--- src/char_lcd_4bit_sequencer_assert.svh ---
// ---------------------------------------------------------------------------
// Assertion macros for the character LCD sequencer.
// Every macro samples on clk and is disabled while rst_n is low.
// ---------------------------------------------------------------------------
`ifndef CHAR_LCD_4BIT_SEQUENCER_ASSERT_SVH
`define CHAR_LCD_4BIT_SEQUENCER_ASSERT_SVH

// Consequent must hold in the same cycle as the antecedent.
`define CLCD_ASSERT_SAME(lbl, ante, cons, msg) \
    lbl: assert property (@(posedge clk) disable iff (!rst_n) (ante) |-> (cons)) \
        else $error(msg);

// Consequent must hold in the cycle after the antecedent.
`define CLCD_ASSERT_NEXT(lbl, ante, cons, msg) \
    lbl: assert property (@(posedge clk) disable iff (!rst_n) (ante) |=> (cons)) \
        else $error(msg);

`endif

--- src/clcd_pkg.sv ---
// ---------------------------------------------------------------------------
// clcd_pkg
// Types, pin constants and the step table of the character LCD sequencer.
// ---------------------------------------------------------------------------
`default_nettype none

package clcd_pkg;

    // Pin word bits
    localparam logic [7:0] PIN_RW  = 8'h10;
    localparam logic [7:0] PIN_RS  = 8'h20;
    localparam logic [7:0] PIN_E   = 8'h40;
    localparam logic [7:0] PIN_DB5 = 8'h02;

    // Fixed command bytes
    localparam logic [7:0] BYTE_FUNC_SET   = 8'h28;
    localparam logic [7:0] BYTE_DISP_ON    = 8'h0C;
    localparam logic [7:0] BYTE_ENTRY_MODE = 8'h06;
    localparam logic [7:0] BYTE_CLEAR      = 8'h01;
    localparam logic [7:0] BYTE_LINE0      = 8'h80;
    localparam logic [7:0] BYTE_LINE1      = 8'hC0;

    localparam int unsigned WAIT_W = 17;
    localparam logic [WAIT_W-1:0] WAIT_MIN = 17'd1;

    // Configuration register indexes
    localparam logic [1:0] CFG_POWER_ON_WAIT = 2'd0;
    localparam logic [1:0] CFG_CLEAR_WAIT    = 2'd1;
    localparam logic [1:0] CFG_BYTE_SETTLE   = 2'd2;

    // Last step index of each command
    localparam logic [5:0] LAST_STEP_INIT  = 6'd33;
    localparam logic [5:0] LAST_STEP_SHORT = 6'd6;

    typedef enum logic [1:0] {
        OP_INIT   = 2'd0,
        OP_WRITE  = 2'd1,
        OP_CURSOR = 2'd2,
        OP_CLEAR  = 2'd3
    } opcode_t;

    typedef enum logic {
        ST_IDLE,
        ST_RUN
    } state_t;

    typedef enum logic [2:0] {
        PINOP_CLR_RW,
        PINOP_CLR_RS,
        PINOP_SET_RS,
        PINOP_SET_DB5,
        PINOP_E_HIGH,
        PINOP_E_LOW,
        PINOP_NIBBLE
    } pin_op_t;

    typedef enum logic [2:0] {
        BSEL_ARG,
        BSEL_FUNC,
        BSEL_DISP,
        BSEL_ENTRY,
        BSEL_CLEAR
    } byte_sel_t;

    typedef enum logic [2:0] {
        WSEL_ONE,
        WSEL_TWO,
        WSEL_POWER,
        WSEL_SETTLE,
        WSEL_SETTLE_CLEAR
    } wait_sel_t;

    typedef struct packed {
        logic [1:0] opcode;
        logic [7:0] char_code;
        logic       line_sel;
        logic [5:0] column;
    } cmd_t;

    typedef struct packed {
        logic [7:0]        pin_word;
        logic [WAIT_W-1:0] wait_us;
        logic              last;
    } pin_out_t;

    typedef struct packed {
        pin_op_t   op;
        byte_sel_t bsel;
        logic      hi;
        wait_sel_t wsel;
        logic      last;
    } step_t;

    typedef struct packed {
        logic  load_arg;
        logic  issue;
        step_t step;
    } ctrl_cmd_t;

    typedef struct packed {
        logic out_busy;
    } dp_status_t;

    // One byte: nibble, pulse, nibble, pulse (six writes)
    function automatic step_t byte_step(byte_sel_t b, logic [2:0] p, logic clr_extra);
        step_t s;
        s.bsel = b;
        s.hi   = 1'b0;
        s.last = 1'b0;
        s.op   = PINOP_E_LOW;
        s.wsel = WSEL_SETTLE;
        unique case (p)
            3'd0:
            begin
                s.op   = PINOP_NIBBLE;
                s.hi   = 1'b1;
                s.wsel = WSEL_ONE;
            end
            3'd1, 3'd4:
            begin
                s.op   = PINOP_E_HIGH;
                s.wsel = WSEL_ONE;
            end
            3'd2:
            begin
                s.op   = PINOP_E_LOW;
                s.wsel = WSEL_SETTLE;
            end
            3'd3:
            begin
                s.op   = PINOP_NIBBLE;
                s.wsel = WSEL_ONE;
            end
            3'd5:
            begin
                s.op   = PINOP_E_LOW;
                s.wsel = clr_extra ? WSEL_SETTLE_CLEAR : WSEL_SETTLE;
            end
            default:
            begin
                s.op   = PINOP_E_LOW;
                s.wsel = WSEL_SETTLE;
            end
        endcase
        return s;
    endfunction

    function automatic step_t step_cmd(opcode_t op, logic [5:0] idx);
        step_t      s;
        logic [5:0] rel;
        byte_sel_t  b;
        s = byte_step(BSEL_ARG, 3'd0, 1'b0);
        rel = 6'd0;
        b = BSEL_ARG;
        unique case (op)
            OP_INIT:
            begin
                priority if (idx == 6'd0)
                begin
                    s.op   = PINOP_CLR_RW;
                    s.wsel = WSEL_ONE;
                end
                else if (idx == 6'd1)
                begin
                    s.op   = PINOP_CLR_RS;
                    s.wsel = WSEL_POWER;
                end
                else if (idx == 6'd2)
                begin
                    s.op   = PINOP_SET_DB5;
                    s.wsel = WSEL_ONE;
                end
                else if (idx == 6'd3 || idx == 6'd5 || idx == 6'd7)
                begin
                    s.op   = PINOP_E_HIGH;
                    s.wsel = WSEL_ONE;
                end
                else if (idx == 6'd4 || idx == 6'd6)
                begin
                    s.op   = PINOP_E_LOW;
                    s.wsel = WSEL_TWO;
                end
                else if (idx == 6'd8)
                begin
                    s.op   = PINOP_E_LOW;
                    s.wsel = WSEL_POWER;
                end
                else if (idx < 6'd15)
                begin
                    rel = idx - 6'd9;
                    s = byte_step(BSEL_FUNC, rel[2:0], 1'b0);
                end
                else if (idx < 6'd21)
                begin
                    rel = idx - 6'd15;
                    s = byte_step(BSEL_DISP, rel[2:0], 1'b0);
                end
                else if (idx < 6'd27)
                begin
                    rel = idx - 6'd21;
                    s = byte_step(BSEL_ENTRY, rel[2:0], 1'b0);
                end
                else if (idx == 6'd27)
                begin
                    s.op   = PINOP_CLR_RS;
                    s.wsel = WSEL_ONE;
                end
                else
                begin
                    rel = idx - 6'd28;
                    s = byte_step(BSEL_CLEAR, rel[2:0], 1'b1);
                end
                s.last = (idx == LAST_STEP_INIT);
            end
            OP_WRITE, OP_CURSOR, OP_CLEAR:
            begin
                b = (op == OP_CLEAR) ? BSEL_CLEAR : BSEL_ARG;
                if (idx == 6'd0)
                begin
                    s.op   = (op == OP_WRITE) ? PINOP_SET_RS : PINOP_CLR_RS;
                    s.wsel = WSEL_ONE;
                end
                else
                begin
                    rel = idx - 6'd1;
                    s = byte_step(b, rel[2:0], op == OP_CLEAR);
                end
                s.last = (idx == LAST_STEP_SHORT);
            end
        endcase
        return s;
    endfunction

endpackage

`default_nettype wire

--- src/clcd_ctrl.sv ---
// ---------------------------------------------------------------------------
// clcd_ctrl
// Command sequencer: walks the step table of one command at a time.
// ---------------------------------------------------------------------------
`default_nettype none

module clcd_ctrl (
    input  wire logic                   clk,
    input  wire logic                   rst_n,
    input  wire logic                   cmd_valid,
    output logic                        cmd_ready,
    input  wire logic [1:0]             opcode,
    input  wire clcd_pkg::dp_status_t   status,
    output clcd_pkg::ctrl_cmd_t         ctl
);

    clcd_pkg::state_t  state_reg, state_next;
    clcd_pkg::opcode_t op_reg, op_next;
    logic [5:0]        step_reg, step_next;
    clcd_pkg::step_t   cur_step;

    assign cur_step = clcd_pkg::step_cmd(op_reg, step_reg);

    always_ff @(posedge clk or negedge rst_n)
    begin
        if (!rst_n)
        begin
            state_reg <= clcd_pkg::ST_IDLE;
            op_reg    <= clcd_pkg::OP_INIT;
            step_reg  <= 6'd0;
        end
        else
        begin
            state_reg <= state_next;
            op_reg    <= op_next;
            step_reg  <= step_next;
        end
    end

    always_comb
    begin
        state_next   = state_reg;
        op_next      = op_reg;
        step_next    = step_reg;
        cmd_ready    = 1'b0;
        ctl.load_arg = 1'b0;
        ctl.issue    = 1'b0;
        ctl.step     = cur_step;
        unique case (state_reg)
            clcd_pkg::ST_IDLE:
            begin
                cmd_ready = 1'b1;
                if (cmd_valid)
                begin
                    ctl.load_arg = 1'b1;
                    op_next      = clcd_pkg::opcode_t'(opcode);
                    step_next    = 6'd0;
                    state_next   = clcd_pkg::ST_RUN;
                end
            end
            clcd_pkg::ST_RUN:
            begin
                if (!status.out_busy)
                begin
                    ctl.issue = 1'b1;
                    step_next = step_reg + 6'd1;
                    if (cur_step.last)
                        state_next = clcd_pkg::ST_IDLE;
                end
            end
        endcase
    end

endmodule

`default_nettype wire

--- src/clcd_datapath.sv ---
// ---------------------------------------------------------------------------
// clcd_datapath
// Pin register, configuration registers, wait arithmetic and output stage.
// ---------------------------------------------------------------------------
`default_nettype none

module clcd_datapath (
    input  wire logic                 clk,
    input  wire logic                 rst_n,
    input  wire logic                 cfg_we,
    input  wire logic [1:0]           cfg_index,
    input  wire logic [15:0]          cfg_data,
    input  wire clcd_pkg::cmd_t       cmd_data,
    input  wire clcd_pkg::ctrl_cmd_t  ctl,
    output clcd_pkg::dp_status_t      status,
    output logic                      pin_valid,
    input  wire logic                 pin_ready,
    output clcd_pkg::pin_out_t        pin_data
);

    logic [15:0] power_on_wait_reg;
    logic [15:0] clear_wait_reg;
    logic [9:0]  byte_settle_reg;
    logic [7:0]  pin_state_reg, pin_state_next;
    logic [7:0]  arg_reg;
    logic        out_valid_reg, out_valid_next;
    clcd_pkg::pin_out_t out_reg;

    logic [7:0]                  cur_byte;
    logic [3:0]                  nib;
    logic [clcd_pkg::WAIT_W-1:0] wait_val;

    always_ff @(posedge clk or negedge rst_n)
    begin
        if (!rst_n)
        begin
            power_on_wait_reg <= 16'd15000;
            clear_wait_reg    <= 16'd2000;
            byte_settle_reg   <= 10'd100;
        end
        else if (cfg_we)
        begin
            unique case (cfg_index)
                clcd_pkg::CFG_POWER_ON_WAIT: power_on_wait_reg <= cfg_data;
                clcd_pkg::CFG_CLEAR_WAIT:    clear_wait_reg    <= cfg_data;
                clcd_pkg::CFG_BYTE_SETTLE:   byte_settle_reg   <= cfg_data[9:0];
                default:                     ;
            endcase
        end
    end

    // Argument byte: the character, or the cursor address
    always_ff @(posedge clk)
    begin
        if (ctl.load_arg)
        begin
            if (cmd_data.opcode == clcd_pkg::OP_WRITE)
                arg_reg <= cmd_data.char_code;
            else
                arg_reg <= (cmd_data.line_sel ? clcd_pkg::BYTE_LINE1 : clcd_pkg::BYTE_LINE0)
                           | {2'b00, cmd_data.column};
        end
    end

    always_comb
    begin
        unique case (ctl.step.bsel)
            clcd_pkg::BSEL_ARG:   cur_byte = arg_reg;
            clcd_pkg::BSEL_FUNC:  cur_byte = clcd_pkg::BYTE_FUNC_SET;
            clcd_pkg::BSEL_DISP:  cur_byte = clcd_pkg::BYTE_DISP_ON;
            clcd_pkg::BSEL_ENTRY: cur_byte = clcd_pkg::BYTE_ENTRY_MODE;
            clcd_pkg::BSEL_CLEAR: cur_byte = clcd_pkg::BYTE_CLEAR;
            default:              cur_byte = arg_reg;
        endcase
        nib = ctl.step.hi ? cur_byte[7:4] : cur_byte[3:0];
    end

    always_comb
    begin
        unique case (ctl.step.op)
            clcd_pkg::PINOP_CLR_RW:  pin_state_next = pin_state_reg & ~clcd_pkg::PIN_RW;
            clcd_pkg::PINOP_CLR_RS:  pin_state_next = pin_state_reg & ~clcd_pkg::PIN_RS;
            clcd_pkg::PINOP_SET_RS:  pin_state_next = pin_state_reg | clcd_pkg::PIN_RS;
            clcd_pkg::PINOP_SET_DB5: pin_state_next = pin_state_reg | clcd_pkg::PIN_DB5;
            clcd_pkg::PINOP_E_HIGH:  pin_state_next = pin_state_reg | clcd_pkg::PIN_E;
            clcd_pkg::PINOP_E_LOW:   pin_state_next = pin_state_reg & ~clcd_pkg::PIN_E;
            clcd_pkg::PINOP_NIBBLE:  pin_state_next = {pin_state_reg[7:4], nib};
            default:                 pin_state_next = pin_state_reg;
        endcase
    end

    // Hold time is 1 us plus the selected tail
    always_comb
    begin
        unique case (ctl.step.wsel)
            clcd_pkg::WSEL_ONE:
                wait_val = clcd_pkg::WAIT_MIN;
            clcd_pkg::WSEL_TWO:
                wait_val = clcd_pkg::WAIT_MIN + clcd_pkg::WAIT_MIN;
            clcd_pkg::WSEL_POWER:
                wait_val = {1'b0, power_on_wait_reg} + clcd_pkg::WAIT_MIN;
            clcd_pkg::WSEL_SETTLE:
                wait_val = {7'd0, byte_settle_reg} + clcd_pkg::WAIT_MIN;
            clcd_pkg::WSEL_SETTLE_CLEAR:
                wait_val = {7'd0, byte_settle_reg} + {1'b0, clear_wait_reg}
                           + clcd_pkg::WAIT_MIN;
            default:
                wait_val = clcd_pkg::WAIT_MIN;
        endcase
    end

    always_comb
    begin
        out_valid_next = out_valid_reg;
        if (ctl.issue)
            out_valid_next = 1'b1;
        else if (pin_ready)
            out_valid_next = 1'b0;
    end

    always_ff @(posedge clk or negedge rst_n)
    begin
        if (!rst_n)
        begin
            pin_state_reg <= 8'h00;
            out_valid_reg <= 1'b0;
        end
        else
        begin
            out_valid_reg <= out_valid_next;
            if (ctl.issue)
                pin_state_reg <= pin_state_next;
        end
    end

    always_ff @(posedge clk)
    begin
        if (ctl.issue)
        begin
            out_reg.pin_word <= pin_state_next;
            out_reg.wait_us  <= wait_val;
            out_reg.last     <= ctl.step.last;
        end
    end

    assign status.out_busy = out_valid_reg & ~pin_ready;
    assign pin_valid       = out_valid_reg;
    assign pin_data        = out_reg;

endmodule

`default_nettype wire

--- src/char_lcd_4bit_sequencer.sv ---
// ---------------------------------------------------------------------------
// char_lcd_4bit_sequencer
// Turns LCD commands into timed pin writes for a 4-bit character display.
// ---------------------------------------------------------------------------
// Usage:
//   cmd channel (cmd_valid/cmd_ready/cmd_data) takes one command: initialise,
//   write character, set cursor or clear. pin channel (pin_valid/pin_ready/
//   pin_data) delivers the pin writes of that command, each with its hold
//   time in us; last marks the final write of the command.
//   An accepted command moves the sequencer into its run state, which
//   issues the first write into the output register. Throughput: one write
//   per cycle while pin_ready is high, set by the step counter of the
//   sequencer; initialise gives 34 writes, the other commands 7.
//   The next command is taken once the last write has entered the output
//   register, even while that write still waits to be taken.
//   Stall: with pin_ready low the output register holds and the sequencer
//   waits; nothing is dropped.
//   Reset: pin register all low, timing registers at their defaults
//   (15000, 2000, 100 us). Config writes (cfg_we/cfg_index/cfg_data) take
//   effect at once and are meant for idle periods; index 3 is ignored.
// ---------------------------------------------------------------------------
`default_nettype none

module char_lcd_4bit_sequencer (
    input  wire logic                clk,
    input  wire logic                rst_n,
    input  wire logic                cmd_valid,
    output logic                     cmd_ready,
    input  wire clcd_pkg::cmd_t      cmd_data,
    output logic                     pin_valid,
    input  wire logic                pin_ready,
    output clcd_pkg::pin_out_t       pin_data,
    input  wire logic                cfg_we,
    input  wire logic [1:0]          cfg_index,
    input  wire logic [15:0]         cfg_data
);

    clcd_pkg::ctrl_cmd_t  ctl;
    clcd_pkg::dp_status_t status;

    clcd_ctrl u_ctrl (
        .clk       (clk),
        .rst_n     (rst_n),
        .cmd_valid (cmd_valid),
        .cmd_ready (cmd_ready),
        .opcode    (cmd_data.opcode),
        .status    (status),
        .ctl       (ctl)
    );

    clcd_datapath u_dp (
        .clk       (clk),
        .rst_n     (rst_n),
        .cfg_we    (cfg_we),
        .cfg_index (cfg_index),
        .cfg_data  (cfg_data),
        .cmd_data  (cmd_data),
        .ctl       (ctl),
        .status    (status),
        .pin_valid (pin_valid),
        .pin_ready (pin_ready),
        .pin_data  (pin_data)
    );

`include "char_lcd_4bit_sequencer_assert.svh"

    // A new write is never issued over one that is still stalled
    `CLCD_ASSERT_SAME(a_no_overwrite, ctl.issue, !(pin_valid && !pin_ready), "write issued over stalled output")

    // Once a command is taken, the sequencer is busy in the next cycle
    `CLCD_ASSERT_NEXT(a_busy_after_accept, cmd_valid && cmd_ready, !cmd_ready, "ready stayed high after accept")

    // Every enable-high write is held exactly 1 us
    `CLCD_ASSERT_SAME(a_e_pulse_width, pin_valid && pin_data.pin_word[6], pin_data.wait_us == 17'd1, "enable pulse not 1 us")

endmodule

`default_nettype wire

--- config.mk ---
export PLATFORM = sky130hd
export DESIGN_NAME = char_lcd_4bit_sequencer
export DESIGN_NICKNAME = d
export VERILOG_FILES = /design/src/clcd_pkg.sv /design/src/clcd_ctrl.sv /design/src/clcd_datapath.sv /design/src/char_lcd_4bit_sequencer.sv
export VERILOG_INCLUDE_DIRS = /design/src /design/src/src
export SDC_FILE = /design/constraint.sdc
export NUM_CORES = 1
export LEC_CHECK = 0
export BUFFER_PORTS_ARGS = -buffer_cell sky130_fd_sc_hd__buf_4
export CAP_MARGIN = 30
export CORE_MARGIN = 8
export CORE_UTILIZATION = 45
export DETAILED_ROUTE_END_ITERATION = 6
export GPL_ROUTABILITY_DRIVEN = 0
export PLACE_DENSITY = 0.68
export SLEW_MARGIN = 20
export SYNTH_ARGS = -nofsm -noshare
export SYNTH_HDL_FRONTEND = slang
export SYNTH_SLANG_ARGS = --single-unit
--- constraint.sdc ---
create_clock -name clk -period 4.2 [get_ports clk]
set_input_delay 0.63 -clock clk [delete_from_list [all_inputs] [get_ports clk]]
set_output_delay 0.63 -clock clk [all_outputs]
set_load 0.02 [all_outputs]
==> results.cfg <==
[place]
dp_hpwl_mm = 10.1
dpl_cell_area_um2 = 6370
portBuffers = 66
dp_cells = 763

[final_layout]
multi_input_area_um2 = 3090
final_cell_mix = buf_4 (70), mux2_2 (59), nor2_1 (43), dfrtp_1 (43), edfxtp_1 (33)
area_delta_synth_final_pct = 16.5
largest_reg_flops = 25
num_antenna_cells = 0
nNetsFinal = 664
area.sequential_um2 = 2490
final_common_cell = buf_4
final_cell_area_um2 = 6700
drive_above_1_share_pct = 30.1
nFillCells = 1123
fin_util_pct = 53.3
final_cells = 780

[timing]
maxSlewViolCount = 0
period_share_pct = 86.9
finalHoldViolCount = 0
fin_skew_ns = 0.00992
slew_headroom_pct = 41.3
worstMarginPinSlew_ns = 0.877
setup_tns_ns = 0
layout_min_cycle_time_ns = 3.65
setup_viol = 0
max_freq_mhz = 274
rsz0062_at_grt = no

[pwr]
peakVddDrop_uv = 325
power_density_nw_per_um2 = 739
leakagePower_nw = 2.70
totalPowerFinal_mw = 4.95

[synth]
synth_edf_count = 33
synth_seq_cells = 92
syn_avg_cell_area_um2 = 10.6
synthTopCellsByArea = dfrtp_1 (19%), edfxtp_1 (17%), mux2_2 (12%), dfstp_2 (7.3%), ha_1 (4.4%)
yosys_warnings = 0
synth_nets = 605
seq_area_frac_synth_pct = 43.3
synth_top_area_share_pct = 18.7
synth_cell_type_count = 76
synth.largest_area_cell = dfrtp_1
async_flop_share_pct = 64.1
syn_area_um2 = 5750
ys.flop_type = dfrtp_1
netlist_instances = 544

[detailed_routing]
drt_iter0_drc = 366
wl_per_cell_um = 17.3
wirelength_mm = 13.5
viasPerCell = 5.72
via_count = 4459
ant_nets = 0
drt-pass1-iter-count = 6
drc = 0

[min_path]
hp-class = in2async

[global_routing]
grt.busiest_layer = met2
track_usage_pct = 17.0
grt_util_met3_pct = 3.04
grt_util_met2_pct = 29.9
grt_start_max_net_pins = 60
use_met1_pct = 19.6
grt_overflow = 0
antenna_found_initial = 0
first_global_vias = 4536
grt_pass1_wl_mm = 22.5

[cts]
post_cts_buffers = 0
h-tree-depth = 3
ctsHoldBuffers = 0
cts_buffers = 9
clockRootBuffer = clkbuf_16
cts_resized = 0
cts.sinks = 92
clockBufferDepth = 2
clk-insertion-delay-late_ns = 0.35
path_clk_slew_ns = 0.07
cts_tree = built

[floorplanning]
fp-row-count = 41
die-height_um = 129
dieArea_um2 = 16700
die_w_um = 129
start_util_pct = 45.8
placeableCoreArea_um2 = 12600
ioPinCount = 68

[critical_path]
worstPathArrival_ns = 3.85
rrSetupSlack_ns = 0.55
endpoint_kind = flip-flop
startpoint_type = flip-flop
crit_type = reg2reg
crit_required_ns = 4.40
crit_path_max_fanout = 16

[flow_run]
maxCapViolations = 0

[run_status]
status = completed
==> final cells by class <==
cell class                 instances  area share [%]
multi-input combinational        415            46.2
clock inverter                     6            1.03
sequential                        92            37.1
timing repair buffer              71            8.07
clock buffer                      10            3.57
tap                              172            3.21
inverter                          14           0.785
==> cells by family (layout without fill, tap and decap cells) <==
family / after synthesis / after routing / synth area share, %
and+or+nand+nor: 174 / 174 / 16.1
AOI/OAI and AO/OA: 123 / 123 / 15.5
DFF: 92 / 92 / 43.3
muxes: 60 / 60 / 11.7
buffers and inverters: 37 / 101 / 3.02
xor gates and xnor gates: 36 / 36 / 5.61
adders and majority gates: 21 / 21 / 4.70
other: 1 / 1 / 0.0652
==> Yosys cell counts, types with 9 or more instances <==
cell type,count
nor2b_1,13
edfxtp_1,33
mux2_2,59
nand2b_1,10
xor2_1,20
inv_1,13
o22ai_1,9
dfrtp_1,43
dfstp_2,16
a21oi_1,17
ha_1,20
nor2_1,43
o21ai_0,21
xnor2_1,15
nand2_1,30
nand3_1,25
clkbuf_1,11
and3_1,9
==> critical path, cell delays in order, from the launching register on <==
cell and delay, ns:
dfrtp_1 0.65, inv_1 0.26, ha_1 0.36, xor2_2 0.30, o21ai_0 0.22, a2111oi_1 0.47, nor2_1 0.10, o21ai_1 0.40
nand3_2 0.42, o22a_1 0.27, o21ai_1 0.06
==> final timing paths <==
| check | startpoint | endpoint | cells after the start |
|---|---|---|---|
| hold / removal | rst_n | u_dp.clear_wait_reg[15] | 1 |
| hold reg to reg | u_dp.pin_state_reg[4] | u_dp.pin_state_reg[4] | 1 |
| min in group clk | u_dp.pin_state_reg[4] | u_dp.pin_state_reg[4] | 1 |
| max in group asynchronous | rst_n | u_dp.pin_state_reg[6] | 1 |
| setup / recovery | u_ctrl.step_reg[0] | u_dp.pin_data[11] | 10 |
| setup reg to reg | u_ctrl.step_reg[0] | u_dp.pin_data[11] | 10 |
==> per-layer routing <==
layer | vias up | routed length [um]
met5 | - | 0
met4 | 0 | 351
met3 | 23 | 625
met2 | 136 | 7030
met1 | 2171 | 5460
li1 | 2129 | -
==> metrics by stage <==
stage,setup slack (ns),hold slack [ns]
CTS,0.592,0.373
global placement,0.807,0.455
floorplan,1.24,0.334
detailed placement,0.603,0.471
global route,0.108,0.404
finish,0.548,0.340
==> power breakdown <==
group	switching (mW)	internal, mW	total [mW]
logic	1.47	1.09	2.56
clock network	0.352	0.483	0.835
registers	0.271	1.29	1.56
No activity file was read; power rests on OpenSTA's default activity.
